==> src/design/qts_pkg.sv <==
// ----------------------------------------------------------------------------
// qts_pkg: shared types and constants for the quoted token splitter
// Beat layouts, the per-byte result bundle and the character classes.
// ----------------------------------------------------------------------------
package qts_pkg;

    // Special characters
    localparam logic [7:0] CH_HASH   = 8'h23;
    localparam logic [7:0] CH_QUOTE  = 8'h22;
    localparam logic [7:0] CH_BSLASH = 8'h5C;
    localparam logic [7:0] CH_SPACE  = 8'h20;
    localparam logic [7:0] CH_TAB    = 8'h09;
    localparam logic [7:0] CH_CR     = 8'h0D;
    localparam logic [7:0] CH_LF     = 8'h0A;

    // Results one source byte can produce at most
    localparam int unsigned MAX_RES = 3;
    localparam int unsigned RES_W   = $clog2(MAX_RES + 1);

    // Queue between front and back
    localparam int unsigned Q_DEPTH = 4;
    localparam int unsigned Q_AW    = $clog2(Q_DEPTH);
    localparam int unsigned Q_CW    = $clog2(Q_DEPTH + 1);

    // Input beat
    typedef struct packed {
        logic [7:0] in_char;
        logic       source_last;
    } src_beat_t;

    // Output beat
    typedef struct packed {
        logic [7:0] token_char;
        logic       token_last;
        logic       is_comment;
    } tok_beat_t;

    // All beats caused by one source byte, first one in res[0]
    typedef struct packed {
        logic [RES_W-1:0]          cnt;
        tok_beat_t [MAX_RES-1:0]   res;
    } bundle_t;

    // Scanner state
    typedef struct packed {
        logic       in_string;
        logic       in_comment;
        logic       bs_pend;
        logic       held_valid;
        logic [7:0] held_char;
    } scan_state_t;

    // Queue status seen by front and back
    typedef struct packed {
        logic full;
        logic empty;
    } q_status_t;

    function automatic logic f_is_blank(input logic [7:0] c);
        return (c == CH_SPACE) || (c == CH_TAB) || (c == CH_CR) || (c == CH_LF);
    endfunction

endpackage

==> src/design/qts_front.sv <==
// ----------------------------------------------------------------------------
// qts_front: byte classifier
// Takes one source byte per cycle while the queue has room, updates the
// scanner state and pushes the byte's bundle of token beats into the queue.
// ----------------------------------------------------------------------------
module qts_front
    import qts_pkg::*;
(
    input  logic      clk,
    input  logic      rst_n,
    input  logic      src_valid,
    output logic      src_stall,
    input  src_beat_t src,
    input  q_status_t q_stat,
    output logic      push,
    output bundle_t   push_data
);

    typedef struct packed {
        scan_state_t st;
        bundle_t     bun;
    } work_t;

    scan_state_t st_reg;
    scan_state_t st_next;
    work_t       w;
    logic        consumed;
    logic        accept;

    // Add one beat to the bundle, tagged with the current comment flag
    function automatic work_t f_emit(input work_t wi, input logic [7:0] ch,
                                     input logic last);
        work_t wo;
        wo = wi;
        if (wo.bun.cnt < RES_W'(MAX_RES))
        begin
            wo.bun.res[wo.bun.cnt[1:0]].token_char = ch;
            wo.bun.res[wo.bun.cnt[1:0]].token_last = last;
            wo.bun.res[wo.bun.cnt[1:0]].is_comment = wo.st.in_comment;
            wo.bun.cnt = wo.bun.cnt + RES_W'(1);
        end
        return wo;
    endfunction

    // Push out the held character (not last) and hold the new one
    function automatic work_t f_append(input work_t wi, input logic [7:0] ch);
        work_t wo;
        wo = wi;
        if (wo.st.held_valid)
        begin
            wo = f_emit(wo, wo.st.held_char, 1'b1 ^ 1'b1);
        end
        wo.st.held_char  = ch;
        wo.st.held_valid = 1'b1;
        return wo;
    endfunction

    // Close the current token on the held character
    function automatic work_t f_end(input work_t wi);
        work_t wo;
        wo = wi;
        if (wo.st.held_valid)
        begin
            wo = f_emit(wo, wo.st.held_char, 1'b1);
        end
        wo.st.held_valid = 1'b0;
        wo.st.held_char  = 8'h00;
        return wo;
    endfunction

    assign src_stall = q_stat.full;
    assign accept    = src_valid && !q_stat.full;

    // Classify the byte and build its bundle
    always_comb
    begin
        w        = '0;
        w.st     = st_reg;
        consumed = 1'b0;

        if (w.st.in_comment)
        begin
            w        = f_append(w, src.in_char);
            consumed = 1'b1;
        end
        else if (w.st.bs_pend)
        begin
            w.st.bs_pend = 1'b0;
            if (src.in_char == CH_QUOTE)
            begin
                w        = f_append(w, CH_QUOTE);
                consumed = 1'b1;
            end
            else
            begin
                w = f_append(w, CH_BSLASH);
            end
        end

        if (!consumed)
        begin
            if (!w.st.in_string && f_is_blank(src.in_char))
            begin
                w = f_end(w);
            end
            else if (w.st.in_string && (src.in_char == CH_BSLASH))
            begin
                if (src.source_last)
                begin
                    w = f_append(w, src.in_char);
                end
                else
                begin
                    w.st.bs_pend = 1'b1;
                end
            end
            else if (!w.st.in_string && (src.in_char == CH_HASH))
            begin
                w = f_end(w);
                if (!src.source_last)
                begin
                    w.st.in_comment = 1'b1;
                    w = f_append(w, src.in_char);
                end
            end
            else if (src.in_char == CH_QUOTE)
            begin
                w.st.in_string = !w.st.in_string;
            end
            else
            begin
                w = f_append(w, src.in_char);
            end
        end

        // Final byte flushes the token and clears everything
        if (src.source_last)
        begin
            w    = f_end(w);
            w.st = '0;
        end

        st_next = accept ? w.st : st_reg;
    end

    assign push      = accept && (w.bun.cnt != '0);
    assign push_data = w.bun;

    // Scanner state
    always_ff @(posedge clk or negedge rst_n)
    begin
        if (!rst_n)
        begin
            st_reg <= '0;
        end
        else
        begin
            st_reg <= st_next;
        end
    end

    // An escape is only pending inside a string
    a_bs_in_string: assert property (@(posedge clk) disable iff (!rst_n)
        st_reg.bs_pend |-> (st_reg.in_string && !st_reg.in_comment))
        else $error("escape pending outside a string");

endmodule

==> src/design/qts_queue.sv <==
// ----------------------------------------------------------------------------
// qts_queue: bundle queue
// Short first-in first-out store of result bundles between front and back.
// ----------------------------------------------------------------------------
module qts_queue
    import qts_pkg::*;
(
    input  logic      clk,
    input  logic      rst_n,
    input  logic      push,
    input  bundle_t   push_data,
    input  logic      pop,
    output bundle_t   pop_data,
    output q_status_t q_stat
);

    bundle_t         mem [Q_DEPTH];
    logic [Q_AW-1:0] wr_ptr_reg;
    logic [Q_AW-1:0] rd_ptr_reg;
    logic [Q_CW-1:0] count_reg;
    logic [Q_CW-1:0] count_next;

    assign q_stat.full  = (count_reg == Q_CW'(Q_DEPTH));
    assign q_stat.empty = (count_reg == '0);
    assign pop_data     = mem[rd_ptr_reg];

    // Storage
    always_ff @(posedge clk)
    begin
        if (push)
        begin
            mem[wr_ptr_reg] <= push_data;
        end
    end

    always_comb
    begin
        count_next = count_reg;
        if (push && !pop)
        begin
            count_next = count_reg + Q_CW'(1);
        end
        else if (pop && !push)
        begin
            count_next = count_reg - Q_CW'(1);
        end
    end

    // Pointers and fill level
    always_ff @(posedge clk or negedge rst_n)
    begin
        if (!rst_n)
        begin
            wr_ptr_reg <= '0;
            rd_ptr_reg <= '0;
            count_reg  <= '0;
        end
        else
        begin
            if (push)
            begin
                wr_ptr_reg <= wr_ptr_reg + Q_AW'(1);
            end
            if (pop)
            begin
                rd_ptr_reg <= rd_ptr_reg + Q_AW'(1);
            end
            count_reg <= count_next;
        end
    end

    a_no_overflow: assert property (@(posedge clk) disable iff (!rst_n)
        !(push && q_stat.full))
        else $error("push into a full queue");

    a_no_underflow: assert property (@(posedge clk) disable iff (!rst_n)
        !(pop && q_stat.empty))
        else $error("pop from an empty queue");

    a_ptr_gap: assert property (@(posedge clk) disable iff (!rst_n)
        (wr_ptr_reg - rd_ptr_reg) == count_reg[Q_AW-1:0])
        else $error("queue pointers disagree with fill level");

endmodule

==> src/design/qts_back.sv <==
// ----------------------------------------------------------------------------
// qts_back: beat serialiser
// Takes one bundle at a time from the queue and sends its beats out one per
// cycle while tok_stall is low, from a registered shift stage.
// ----------------------------------------------------------------------------
module qts_back
    import qts_pkg::*;
(
    input  logic      clk,
    input  logic      rst_n,
    input  q_status_t q_stat,
    input  bundle_t   pop_data,
    output logic      pop,
    output logic      tok_valid,
    input  logic      tok_stall,
    output tok_beat_t tok
);

    bundle_t cur_reg;
    bundle_t cur_next;
    logic    take;
    logic    drained;

    assign tok_valid = (cur_reg.cnt != '0);
    assign tok       = cur_reg.res[0];
    assign take      = tok_valid && !tok_stall;
    // stage frees up this cycle
    assign drained   = !tok_valid || (take && (cur_reg.cnt == RES_W'(1)));
    assign pop       = drained && !q_stat.empty;

    // Load a new bundle or shift the current one along
    always_comb
    begin
        cur_next = cur_reg;
        if (pop)
        begin
            cur_next = pop_data;
        end
        else if (take)
        begin
            cur_next.res[0] = cur_reg.res[1];
            cur_next.res[1] = cur_reg.res[2];
            cur_next.cnt    = cur_reg.cnt - RES_W'(1);
        end
    end

    // Output stage
    always_ff @(posedge clk or negedge rst_n)
    begin
        if (!rst_n)
        begin
            cur_reg <= '0;
        end
        else
        begin
            cur_reg <= cur_next;
        end
    end

endmodule

==> src/design/quoted_token_splitter.sv <==
// ----------------------------------------------------------------------------
// quoted_token_splitter: splits source text into tokens
// Blank-separated tokens with quoted strings, escaped quotes and a trailing
// comment token; one character is held back to mark each token end.
// ----------------------------------------------------------------------------
//  Channel | Direction | Handshake            | Beat
//  src     | in        | src_valid/src_stall  | src_beat_t (in_char, source_last)
//  tok     | out       | tok_valid/tok_stall  | tok_beat_t (token_char,
//          |           |                      |   token_last, is_comment)
//
//  A source byte is taken every cycle while the four-entry bundle queue has
//  room. Each byte gives zero to three token beats; the output sends one
//  beat per cycle while tok_stall is low, so sustained throughput is one
//  byte per cycle as long as bytes average at most one beat. The first beat
//  of a byte is registered in the bundle queue and then in the output stage
//  before it is on tok. Reset clears scanner state, queue and output stage.
//  A stalled output fills the queue, after which src_stall rises.
// ----------------------------------------------------------------------------
module quoted_token_splitter
    import qts_pkg::*;
(
    input  logic      clk,
    input  logic      rst_n,
    input  logic      src_valid,
    output logic      src_stall,
    input  src_beat_t src,
    output logic      tok_valid,
    input  logic      tok_stall,
    output tok_beat_t tok
);

    q_status_t q_stat;
    logic      push;
    logic      pop;
    bundle_t   push_data;
    bundle_t   pop_data;

    qts_front u_front (
        .clk       (clk),
        .rst_n     (rst_n),
        .src_valid (src_valid),
        .src_stall (src_stall),
        .src       (src),
        .q_stat    (q_stat),
        .push      (push),
        .push_data (push_data)
    );

    qts_queue u_queue (
        .clk       (clk),
        .rst_n     (rst_n),
        .push      (push),
        .push_data (push_data),
        .pop       (pop),
        .pop_data  (pop_data),
        .q_stat    (q_stat)
    );

    qts_back u_back (
        .clk       (clk),
        .rst_n     (rst_n),
        .q_stat    (q_stat),
        .pop_data  (pop_data),
        .pop       (pop),
        .tok_valid (tok_valid),
        .tok_stall (tok_stall),
        .tok       (tok)
    );

endmodule

==> config.mk <==
export PLATFORM = sky130hd
export DESIGN_NAME = quoted_token_splitter
export DESIGN_NICKNAME = d
export VERILOG_FILES = /design/src/design/qts_pkg.sv /design/src/design/qts_front.sv /design/src/design/qts_queue.sv /design/src/design/qts_back.sv /design/src/design/quoted_token_splitter.sv
export SDC_FILE = /design/constraint.sdc
export NUM_CORES = 1
export LEC_CHECK = 0
export ABC_AREA = 0
export BUFFER_PORTS_ARGS = -buffer_cell sky130_fd_sc_hd__buf_2
export CORE_ASPECT_RATIO = 0.9
export CORE_UTILIZATION = 60
export DETAILED_ROUTE_END_ITERATION = 8
export HOLD_SLACK_MARGIN = 0.02
export PLACE_DENSITY = 0.74
export SLEW_MARGIN = 20
export SYNTH_ARGS = -nofsm -noshare
export SYNTH_HDL_FRONTEND = slang
export SYNTH_SLANG_ARGS = --single-unit
==> constraint.sdc <==
create_clock -name clk -period 4.2 [get_ports clk]
set_input_delay 1.26 -clock clk [delete_from_list [all_inputs] [get_ports clk]]
set_output_delay 1.26 -clock clk [all_outputs]
set_load 0.05 [all_outputs]
## Word level (Yosys, flattened, before mapping)

Memory sizes are Yosys's and may differ from the RTL's.
Cells that the tools add are included.

| word-level totals | value |
|---|---|
| register bits after elaboration | 51 |
| memories | 1 |
| RAM bits | 128 |
| bits of input ports | 13 |

Memory list:

| name | depth | width | rd ports | clocked after memory_dff | wr ports | RTL line | text |
|---|---|---|---|---|---|---|---|
| u_queue.mem | 4 | 32 | 1 | 0 | 1 | qts_queue.sv:17 | `bundle_t mem [Q_DEPTH];` |

| operators by class | value |
|---|---|
| add/subtract/negate cells | 7 |
| $lt $le $gt $ge | 6 |
| equal/unequal tests | 9 |
| reduce and logical (&&, ||, !) cells | 28 |
| muxes and demuxes | 53 |

Operators with widths:

| cell | number |
|---|---|
| $bwmux 30 | 8 |
| $mux 32 | 7 |
| $mux 44 | 5 |
| $mux 41 | 3 |
| $demux 10 s2 | 6 |
| $mux 43 | 2 |
| $mux 31 | 2 |
| $mux 20 | 2 |
| $mux 39 | 1 |
| $eq 8x4->1 const B | 3 |
| $eq 8x6->1 const B | 3 |
| $mux 10 | 2 |
| $logic_and 1x1->1 | 12 |
| $mux 1 | 9 |
| $add 2x1->2 const B | 4 |
| $eq 8x7->1 const B | 1 |
| $mux 2 | 4 |
| $reduce_bool 2->1 | 4 |
| $logic_not 1->1 | 7 |
| $lt 2x3->1 const B | 2 |
| $mux 3 | 2 |
| $ge 2x1->1 const B | 2 |
| $logic_or 1x1->1 | 4 |
| $lt 2x2->1 const B | 2 |
| 6 further kinds | 6 |

## Depth between registers and ports, before layout

Gate-level depths: netlist of run 1.

| logic depth | value |
|---|---|
| depth after elaboration | 34 |
| gate-level depth with buffers | 13 |
| gate-level depth less buffers | 12 |

## By module

Synthesis of run 1 repeated with hierarchy kept, for this count alone.

| unflattened totals | value |
|---|---|
| cells, all modules | 551 |
| area, all modules | 8569.5 µm² |

Modules (own cells, without submodules):

| module | instances | sequential area each (µm²) | cells each | area each (µm²) |
|---|---|---|---|---|
| qts_queue | 1 | 4018.9 | 202 | 5059.9 |
| qts_front | 1 | 300.3 | 238 | 1776.7 |
| qts_back | 1 | 800.8 | 111 | 1732.9 |

## Least setup slack after synthesis of run 1

Ideal clock, no wire load.

| timing path | value |
|---|---|
| kind | input -> register |
| from | input src[0] (netlist name) |
| to | memory u_queue.mem[0][0] (netlist name), enable pin |
| stages on the path | 7 |
| required time | 3808 ps |
| library setup time | 392 ps |
| arrival | 3391 ps |
| setup slack | 417 ps |
| cells stage by stage | buf_2 nor4b_1 a41o_1 nor2_2 mux2i_1 a21oi_2 and2_1 |

| between the ends | value |
|---|---|
| word-level cells in the longest chain between the ends | 12 |
| elaborated cells between the ends (all ways) | 15 |
| classes of those cells | add/sub: 1; order compare: 1; mux: 11; reduce/logical: 2 |

RTL lines:

| element | RTL line | text |
|---|---|---|
| start: declaration | quoted_token_splitter.sv:26 | `input src_beat_t src,` |
| $mux 41 | qts_front.sv:108 | `if (src.source_last)` |
| $mux 44 | qts_front.sv:106 | `else if (w.st.in_string && (src.in_char == CH_BSLASH))` |
| $mux 44 | qts_front.sv:102 | `if (!w.st.in_string && f_is_blank(src.in_char))` |
| $mux 44 | qts_front.sv:100 | `if (!consumed)` |
| $add 2x1->2 or $lt 2x2->1 (tied branches) | qts_front.sv:40, qts_front.sv:35 |  |
| $mux 32 | qts_front.sv:35 | `if (wo.bun.cnt < RES_W'(MAX_RES))` |
| $mux 32 | qts_front.sv:62 | `if (wo.st.held_valid)` |
| $mux 44 * | qts_front.sv:137 | `if (src.source_last)` |
| $reduce_bool 2->1 * | qts_front.sv:146 | `assign push = accept && (w.bun.cnt != '0);` |
| $logic_and 1x1->1 * | qts_front.sv:146 |  |
| via push | quoted_token_splitter.sv:33 | `logic push;` |
| $mux 1 * | qts_queue.sv:30 | `if (push)` |
| $mux 1 (implied by the code) * | qts_queue.sv:32 | `mem[wr_ptr_reg] <= push_data;` |
| end: declaration | qts_queue.sv:17 |  |

Mark *: on every way through the listed nets, which the timed path passes. The rest lies on a longest branch.

## Final worst setup path of run 1

| timing path | value |
|---|---|
| from | input src[0] (netlist name) |
| to | register u_queue.count_reg[2] |

| between the ends | value |
|---|---|
| word-level cells in the longest chain between the ends | 13 |
| elaborated cells between the ends (all ways) | 18 |
| classes of those cells | add/sub: 1; order compare: 1; mux: 10; reduce/logical: 6 |

RTL lines:

| element | RTL line | text |
|---|---|---|
| $mux 41 | qts_front.sv:108 |  |
| $mux 44 | qts_front.sv:106 |  |
| $mux 44 | qts_front.sv:102 |  |
| $mux 44 | qts_front.sv:100 |  |
| $add 2x1->2 or $lt 2x2->1 (tied branches) | qts_front.sv:40, qts_front.sv:35 |  |
| $mux 32 | qts_front.sv:35 |  |
| $mux 32 | qts_front.sv:62 |  |
| $mux 44 * | qts_front.sv:137 |  |
| $reduce_bool 2->1 * | qts_front.sv:146 |  |
| $logic_and 1x1->1 * | qts_front.sv:146 |  |
| via push | quoted_token_splitter.sv:33 |  |
| $logic_not 1->1 | qts_queue.sv:43 | `else if (pop && !push)` |
| $logic_and 1x1->1 | qts_queue.sv:43 |  |
| $reduce_bool 2->1 (no line) | - |  |
| end signal: assignment | qts_queue.sv:68 | `count_reg <= count_next;` |
| end: declaration | qts_queue.sv:20 | `logic [Q_CW-1:0] count_reg;` |

Marked as above.
A chain may end at the register's enable or synchronous reset.

==> results of run 1 <==
## critical path: stages
cell     delay [ps]
buf_2           160
nor4b_1         520
a41o_1          310
nor2_2          100
mux2i_1         160
a21oi_2         190
ha_1            200
inv_1            70
fa_1            430
xor2_1          170
nor2_1          110
xor2_1          160
## synth_stat cells, types with 3 or more instances
library cell,instances
inv_1,10
o21bai_1,4
nand2_1,37
buf_2,4
nand2b_1,5
ha_1,9
nor2b_1,5
a22oi_1,8
buf_4,12
mux4_2,32
a21boi_0,3
and2_1,5
nor3_1,5
a21o_1,5
dfrtp_1,51
mux2i_1,29
o21ai_0,16
nand3_1,4
a21oi_1,31
xnor2_1,5
edfxtp_1,128
nor2_2,9
o22a_1,4
clkbuf_1,15
mux2_2,11
nor3b_1,3
nor2_1,38
## layer usage
metal / GRT usage (%) / routed length, µm / up-vias
li1: - / - / 2054
met1: 37.8 / 7270 / 2247
met2: 37.9 / 7250 / 157
met3: 5.97 / 826 / 22
met4: 11.1 / 447 / 0
met5: 0 / 0 / -
## final cells by class
cell class                 instances  share of cell area [%]
clock buffer                      19                    4.96
tap                              164                    2.35
clock inverter                    13                    1.07
multi-input combinational        307                    29.5
timing repair buffer              38                    3.01
sequential                       179                    58.6
inverter                          11                   0.473
## metrics by stage
stage	hold WS (ps)	cells	instance area, µm²	setup slack, ps
after global placement	491	699	8210	418
after detailed placement	496	699	8210	342
after floorplan	471	531	7910	417
final	508	731	8730	711
after CTS	511	731	8730	736
after global routing	532	731	8730	536
## cells by family after synthesis
kind of cell	Yosys count	share of synthesized area [%]
flip-flops	179	64.8
AND/OR/NAND/NOR	125	7.91
AO/OA/AOI/OAI	88	7.38
multiplexers	73	14.5
buffers and inverters	45	2.87
adder cells (fa/ha/maj)	10	1.68
XOR/XNOR	7	0.776
other	1	0.0475
## worst min path at each step
stage               depth (start not counted)  slack, ps            endpoint
detailed placement                          1        500  u_back.cur_reg[20]
floorplan                                   2        470   u_front.st_reg[7]
finish                                      1        510  u_back.cur_reg[20]
global placement                            1        490  u_back.cur_reg[23]
CTS                                         1        510  u_back.cur_reg[20]
global route                                1        530  u_back.cur_reg[27]
## layout by cell type, fill, tap and decap left out, types with 5 or more instances in the layout
| master | Yosys | layout |
|---|---|---|
| a21o_1 | 5 | 5 |
| a21oi_1 | 31 | 31 |
| a22oi_1 | 8 | 8 |
| and2_1 | 5 | 5 |
| buf_2 | 4 | 24 |
| buf_4 | 12 | 11 |
| clkbuf_16 | 0 | 17 |
| clkinv_1 | 0 | 5 |
| dfrtp_1 | 51 | 49 |
| edfxtp_1 | 128 | 128 |
| ha_1 | 9 | 9 |
| inv_1 | 10 | 10 |
| mux2_2 | 11 | 11 |
| mux2i_1 | 29 | 29 |
| mux4_2 | 32 | 32 |
| nand2_1 | 37 | 37 |
| nand2b_1 | 5 | 5 |
| nor2_1 | 38 | 37 |
| nor2_2 | 9 | 10 |
| nor2b_1 | 5 | 5 |
| nor3_1 | 5 | 5 |
| o21ai_0 | 16 | 16 |
| xnor2_1 | 5 | 5 |
## power by group
group	internal [W]	switching, W
registers	0.00238	0.000340
clock network	0.000801	0.000620
logic	0.000839	0.00106
==> impl_metrics.yaml, run 1 <==
floorplanning:
  start_util_pct: 61.8
  die-area_mm2: 0.0136
  core_mm2: 0.0128
  ios: 25
  rows: 39
  die_height_um: 111
  die_x_um: 123
cts:
  cts_root_buf: "clkbuf_16"
  clkTransAtPathRegs_ps: 60
  numCtsBuffers: 17
  htree_num_levels: 4
  hold_buffers: 0
  clock_latency_ps: 430
  cts_setup_buffers: 0
  post_cts_resized: 0
  cts_tree: "yes"
  cts.sinks: 179
  cts_buffer_depth: 2
synthesis:
  yosysUniqueCellTypes: 59
  yosysTopAreaCell: "edfxtp_1"
  synth_edf_count: 128
  seq_area_frac_synth_pct: 64.8
  synth.area.top_cells: "edfxtp_1 (49%), dfrtp_1 (16%), mux4_2 (9.1%)"
  synthFlopType: "edfxtp_1"
  syn_inst: 528
  yosys_warnings: 0
  postSynth.asyncResetShare_pct: 28.5
  synth_area_mm2: 0.00790
  avgSynthCellArea_um2: 15.0
  synth_seq_cells: 179
  synth_top_area_share_pct: 48.7
cells_and_area:
  drive_above_1_share_pct: 22.8
  diodes: 0
  nNetsFinal: 577
  regArea_mm2: 0.00512
  largest_reg_flops: 128
  finish.utilization_pct: 68.3
  multi_input_area_mm2: 0.00258
  fillCellCount: 850
  area_growth_syn_to_layout_pct: 10.6
timing:
  finalCritPeriodShare_pct: 83.1
  clock_skew_ps: 6.09
  fmax_mhz: 287
  fin_crit_ps: 3490
  hold_viol: 0
  grt_setup_unrepaired: "no"
  fin_tns_setup_ps: 0
  relSlewSlack_pct: 44.1
  worst_slew_pin_slew_ps: 836
  drv_slew: 0
  setup_violations: 0
setup_path:
  worstReg2RegStart: "u_front.st_reg[10]"
  crit_required_ps: 4540
  worstSetupEndpoint: "u_queue.count_reg[2]"
  path_max_fanout: 10
  cp.arrival_ps: 3830
  end_kind: "flop"
  r2r_slack_ps: 960
  crit_type: "in2reg"
  reg2reg_to: "u_queue.count_reg[1]"
  r2r_cells: 10
  crit_start: "src[0]"
  cp-start-kind: "input pin"
pwr:
  p_leak_nw: 3.27
  p_per_area_mw_per_mm2: 692
  report.power.total_w: 0.00604
  ir_worst_vdd_mv: 0.465
min_path:
  timing.hold.worst.start: "u_back.cur_reg[20]"
  hold_path_class: "reg2reg"
route:
  via_per_inst: 6.13
  detail_route.wl_per_cell_um: 21.6
  firstDrtPassIters: 5
  wirelength_um: 15800
  vias: 4480
  postRouteAntennaNets: 0
  drtIter0Drc: 466
  drc_errors: 0
placement:
  portBuffers: 24
  post-dp-hpwl_um: 10300
  gp_congestion: 0.975
global_routing:
  grt_pass1_vias: 4656
  grt_max_degree: 55
  grt_pass1_wl_um: 25600
  overflow: 0
  antenna_found_initial: 0
  grt_util_all_layers_pct: 26.0
job:
  drv_cap: 0
status:
  outcome: "finished, final reports clean"
Note: power is estimated with default switching activity, not from simulation.
==> run 2: changes to the inputs <==
--- a/config.mk
+++ b/config.mk
@@ -8,10 +8,10 @@
 export ABC_AREA = 0
 export BUFFER_PORTS_ARGS = -buffer_cell sky130_fd_sc_hd__buf_2
 export CORE_ASPECT_RATIO = 0.9
-export CORE_UTILIZATION = 60
+export CORE_UTILIZATION = 56
 export DETAILED_ROUTE_END_ITERATION = 8
 export HOLD_SLACK_MARGIN = 0.02
-export PLACE_DENSITY = 0.74
+export PLACE_DENSITY = 0.73
 export SLEW_MARGIN = 20
 export SYNTH_ARGS = -nofsm -noshare
 export SYNTH_HDL_FRONTEND = slang
==> constraint.sdc (replaced) <==
create_clock -name clk -period 3.15 [get_ports clk]
set_input_delay 0.945 -clock clk [delete_from_list [all_inputs] [get_ports clk]]
set_output_delay 0.945 -clock clk [all_outputs]
set_load 0.05 [all_outputs]
==> run 2 against run 1 <==
Against the previous run:
- global-route usage fell by 2.3 points
- critical path depth unchanged
- first-iteration DRC count shrank 0.21%
- via count rose by 2.8%
==> impl_metrics.yaml, run 2 (synthesis results as in run 1) <==
cells_and_area:
  diodes: 0
  final_common_cell: "edfxtp_1"
  drive_above_1_share_pct: 29.2
  largest_reg_flops: 128
  nNetsFinal: 609
  final_cell_mix: "edfxtp_1 (128), dfrtp_1 (50), buf_4 (41)"
  finish.utilization_pct: 67.5
  area_growth_syn_to_layout_pct: 15.9
  finalInstanceArea_mm2: 0.00915
cts:
  clock_latency_ps: 430
  cts.sinks: 179
  htree_num_levels: 4
  cts_root_buf: "clkbuf_16"
  cts_tree: "yes"
  numCtsBuffers: 17
  cts_setup_buffers: 0
  clkTransAtPathRegs_ps: 70
  post_cts_resized: 0
  hold_buffers: 0
  cts_buffer_depth: 2
setup_path:
  slowest_delay_ps: 580
  path_max_fanout: 12
  cp.arrival_ps: 3160
  end_kind: "flop"
  cp_slowest_cell: "dfrtp_1"
  crit_required_ps: 3510
  path_delay_family: "adder cells"
  path_common_cell: "xor2_1"
  cp-start-kind: "flop"
  crit_buf_inv: 2
  crit_type: "reg2reg"
  crit_path_cell_trace: "o21ai_0 -> inv_1 -> ha_1 -> nand2b_1 -> mux2i_1 -> a21oi_2 -> ha_2 -> inv_2 -> fa_2 -> xor2_1 -> nor2_1 -> xor2_1"
timing:
  drv_slew: 0
  fin_crit_ps: 2800
  hold-worst-slack_ps: 508
  worst_slew_pin_slew_ps: 830
  fin_tns_setup_ps: 0
  hold_viol: 0
  finalCritPeriodShare_pct: 88.9
  fmax_mhz: 357
  relSlewSlack_pct: 44.7
  grt_setup_unrepaired: "no"
  setup_violations: 0
  clock_skew_ps: 9.47
global_routing:
  grt_pass1_vias: 4714
  grt_pass1_wl_um: 25100
  antenna_found_initial: 0
  overflow: 0
  met3_usage_pct: 4.86
  grt_max_degree: 55
  gr-usage-met2_pct: 38.6
  met1_usage_pct: 31.6
  top_usage_layer: "met2"
  grt_util_all_layers_pct: 23.7
pwr:
  p_per_area_mw_per_mm2: 919
  combPwrFrac_pct: 31.9
  p_leak_nw: 3.49
  switching_share_pct: 32.9
  pwr-share-seq_pct: 41.9
  ir_worst_vdd_mv: 0.487
  clkPwrFrac_pct: 26.2
  p_switching_w: 0.00277
  internal_power_w: 0.00564
route:
  drc_errors: 0
  postRouteAntennaNets: 0
  wirelength_um: 15500
  detail_route.wl_per_cell_um: 19.6
  firstDrtPassIters: 5
  vias: 4607
  via_per_inst: 5.85
  drtIter0Drc: 465
placement:
  post-dp-hpwl_um: 9980
  gp_congestion: 0.877
  placed_area_mm2: 0.00852
  portBuffers: 24
floorplanning:
  core_mm2: 0.0136
  start_util_pct: 58.2
  rows: 40
  die_height_um: 115
  die-area_mm2: 0.0146
  die_x_um: 127
  ios: 25
status:
  outcome: "finished, final reports clean"
job:
  drv_cap: 0
min_path:
  hold_path_class: "reg2reg"
run 2: cell types whose count changed in the layout (fill, tap and decap cells not counted), sizes merged:
cell    previous run  this run
buf               38        70
bufinv             1         3
clkbuf            19        17
clkinv            11         6
inv               11        16
run 2: worst paths after layout:
| path | end | startpoint | cells after the start | slack (ps) |
|---|---|---|---|---|
| min in group asynchronous | u_queue.wr_ptr_reg[1] | rst_n | 1 | 610 |
| max | u_queue.count_reg[2] | u_front.st_reg[8] | 12 | 350 |
| max in group asynchronous | u_back.tok[7] | rst_n | 2 | 1860 |
| min reg2reg | u_back.cur_reg[22] | u_back.cur_reg[22] | 1 | 510 |
| max reg2reg | u_queue.count_reg[2] | u_front.st_reg[8] | 12 | 350 |
| min | u_back.cur_reg[22] | u_back.cur_reg[22] | 1 | 510 |
run 2: stage by stage:
stage / std cells / worst slack [ps] / power (W)
CTS: 788 / 365 / 0.00848
finish: 788 / 350 / 0.00840
detailed placement: 756 / -20.6 / 0.00628
global route: 788 / 112 / 0.00883
floorplan: 531 / -45.3 / 0.00558
global placement: 756 / 41.0 / 0.00615
run 2: power groups by stage:
stage,sequential [W],clock (W),combinational (W)
2_1_floorplan,0.00339,0,0.00219
3_3_place_gp,0.00354,0,0.00261
3_5_place_dp,0.00357,0,0.00271
4_1_cts,0.00353,0.00223,0.00272
5_1_grt,0.00359,0.00232,0.00291
6_report,0.00352,0.00220,0.00268
run 2: final cells by class:
type	count	area, µm²
inverter	11	41.3
tap	189	236
clock inverter	15	200
clock buffer	17	425
multi-input combinational	307	2600
fill	919	4410
timing repair buffer	70	528
sequential	179	5120
run 2: worst register-to-register path, cell delays in order, from the launching register on:
cell and delay (ps):
dfrtp_1 580, o21ai_0 300, inv_1 160, ha_1 280, nand2b_1 150, mux2i_1 100
a21oi_2 170, ha_2 200, inv_2 40, fa_2 330, xor2_1 150, nor2_1 120
xor2_1 150
run 2: layer usage:
layer | vias up | part of all wire, %
met3 | 29 | 4.8
met5 | - | 0
met1 | 2308 | 45
li1 | 2115 | -
met2 | 155 | 48
met4 | 0 | 2.0
==> run 3: changes to the inputs <==
--- a/config.mk
+++ b/config.mk
@@ -8,10 +8,10 @@
 export ABC_AREA = 0
 export BUFFER_PORTS_ARGS = -buffer_cell sky130_fd_sc_hd__buf_2
 export CORE_ASPECT_RATIO = 0.9
-export CORE_UTILIZATION = 56
+export CORE_UTILIZATION = 53
 export DETAILED_ROUTE_END_ITERATION = 8
 export HOLD_SLACK_MARGIN = 0.02
-export PLACE_DENSITY = 0.73
+export PLACE_DENSITY = 0.69
 export SLEW_MARGIN = 20
 export SYNTH_ARGS = -nofsm -noshare
 export SYNTH_HDL_FRONTEND = slang
==> run 3 against run 2 <==
Against the previous run:
- final area fell by 0.45%
- clock power is 8% lower
- register-to-register slack better by 60 ps
- clock-buffer cell count grew 5
- core utilization shrank 3.6 points
- worst hold slack worse by 2.9 ps
- non-clock buffer count increased by 1
- die area increased by 5.6%
==> impl_metrics.yaml, run 3 (synthesis results as in run 1) <==
setup_path:
  path_delay_family: "simple AND/OR/NAND/NOR gates"
  cp_slowest_cell: "nor4b_2"
  cp.arrival_ps: 3120
  slowest_delay_ps: 370
  end_kind: "flop"
  cp-start-kind: "input pin"
  worstReg2RegStart: "u_front.st_reg[10]"
  path_common_cell: "xor2_1"
  r2r_slack_ps: 410
  crit_required_ps: 3500
  reg2reg_to: "u_queue.count_reg[1]"
  r2r_cells: 10
  path_max_fanout: 3
  crit_type: "in2reg"
  crit_buf_inv: 2
  crit_path_cell_trace: "buf_2 -> nor4b_2 -> a41o_1 -> nor2_4 -> mux2i_1 -> a21oi_2 -> ha_2 -> inv_2 -> fa_2 -> xor2_1 -> nor2_1 -> xor2_1"
cells_and_area:
  final_common_cell: "edfxtp_1"
  diodes: 0
  fillCellCount: 1073
  nNetsFinal: 610
  largest_reg_flops: 128
  final-instance-count-excl-fill: 792
  final_cell_mix: "edfxtp_1 (128), dfrtp_1 (50), buf_4 (41)"
  area_growth_syn_to_layout_pct: 15.3
  finalInstanceArea_mm2: 0.00911
  drive_above_1_share_pct: 28.4
cts:
  cts.sinks: 179
  clock_latency_ps: 420
  clkTransAtPathRegs_ps: 60
  cts_tree: "yes"
  post_cts_resized: 0
  cts_root_buf: "clkbuf_16"
  cts_buffer_depth: 2
  numCtsBuffers: 17
  hold_buffers: 0
  cts_setup_buffers: 0
  htree_num_levels: 4
global_routing:
  overflow: 0
  grt_max_degree: 55
  antenna_found_initial: 0
  grt_pass1_vias: 4602
  grt_pass1_wl_um: 24800
  grt_util_all_layers_pct: 22.1
timing:
  fmax_mhz: 362
  hold_viol: 0
  clock_skew_ps: 10.1
  grt_setup_unrepaired: "no"
  hold-worst-slack_ps: 505
  setup_ws_ps: 384
  setup_violations: 0
  worst_slew_pin_slew_ps: 815
  finalCritPeriodShare_pct: 87.8
  relSlewSlack_pct: 45.7
  fin_crit_ps: 2770
  drv_slew: 0
route:
  via_per_inst: 5.78
  detail_route.wl_per_cell_um: 19.4
  drc_errors: 0
  wirelength_um: 15400
  postRouteAntennaNets: 0
  firstDrtPassIters: 5
  vias: 4575
  drtIter0Drc: 309
placement:
  placed_cells: 761
  placed_area_mm2: 0.00855
  pre_cts_ws_ps: -45.3
  post-dp-hpwl_um: 9900
  gp_congestion: 0.891
  portBuffers: 24
floorplanning:
  start_util_pct: 55.4
  rows: 41
  core_mm2: 0.0143
  ios: 25
  die_x_um: 131
  die_height_um: 118
  die-area_mm2: 0.0154
min_path:
  whs_endpoint: "u_back.cur_reg[25]"
  timing.hold.worst.start: "u_back.cur_reg[25]"
  hold_path_depth: 1
  hold_path_class: "reg2reg"
job:
  drv_cap: 0
status:
  outcome: "finished, final reports clean"
pwr:
  ir_worst_vdd_mv: 0.434
  p_per_area_mw_per_mm2: 902
  p_leak_nw: 3.47
[run 3: worst max-delay path by stage]
| stage | cells past startpoint | endpoint | start | slack [ps] |
|---|---|---|---|---|
| after floorplan | 11 | u_queue.count_reg[2] | src[7] | -50 |
| after global placement | 12 | u_queue.count_reg[2] | src[2] | 60 |
| after detailed placement | 12 | u_queue.count_reg[2] | src[0] | -50 |
| after CTS | 10 | u_queue.count_reg[1] | u_front.st_reg[10] | 400 |
| after global routing | 10 | u_queue.count_reg[1] | u_front.st_reg[10] | 200 |
| final | 12 | u_queue.count_reg[2] | src[0] | 380 |
[run 3: power by group]
part           internal, W  switching [W]  leakage, nW  total (W)
clock              0.00119       0.000837        0.277    0.00202
combinational      0.00119        0.00154         1.38    0.00273
sequential         0.00318       0.000294         1.81    0.00347
total              0.00555        0.00267         3.47    0.00822
[run 3: area by class of cell]
type,instances,area [µm²],area share [%]
Clock buffer,22,454,4.99
Clock inverter,9,105,1.15
Inverter,11,41.3,0.453
Multi-Input combinational cell,307,2600,28.5
Sequential cell,179,5120,56.2
Tap cell,193,241,2.65
Timing Repair Buffer,71,548,6.02
[run 3: per-layer routing]
metal  GRT usage (%)  part of all wire (%)
met5               0                     0
met2            33.3                    47
met3            5.91                   4.5
met1            31.8                    47
met4            6.25                   1.3
[run 3: per-stage QoR]
step	power (W)	utilization (%)	setup TNS, ps
floorplan	0.00558	-	-69.5
global placement	0.00618	59.9	0
detailed placement	0.00629	59.9	-57.7
CTS	0.00832	63.9	0
global route	0.00867	63.9	0
finish	0.00822	63.9	0
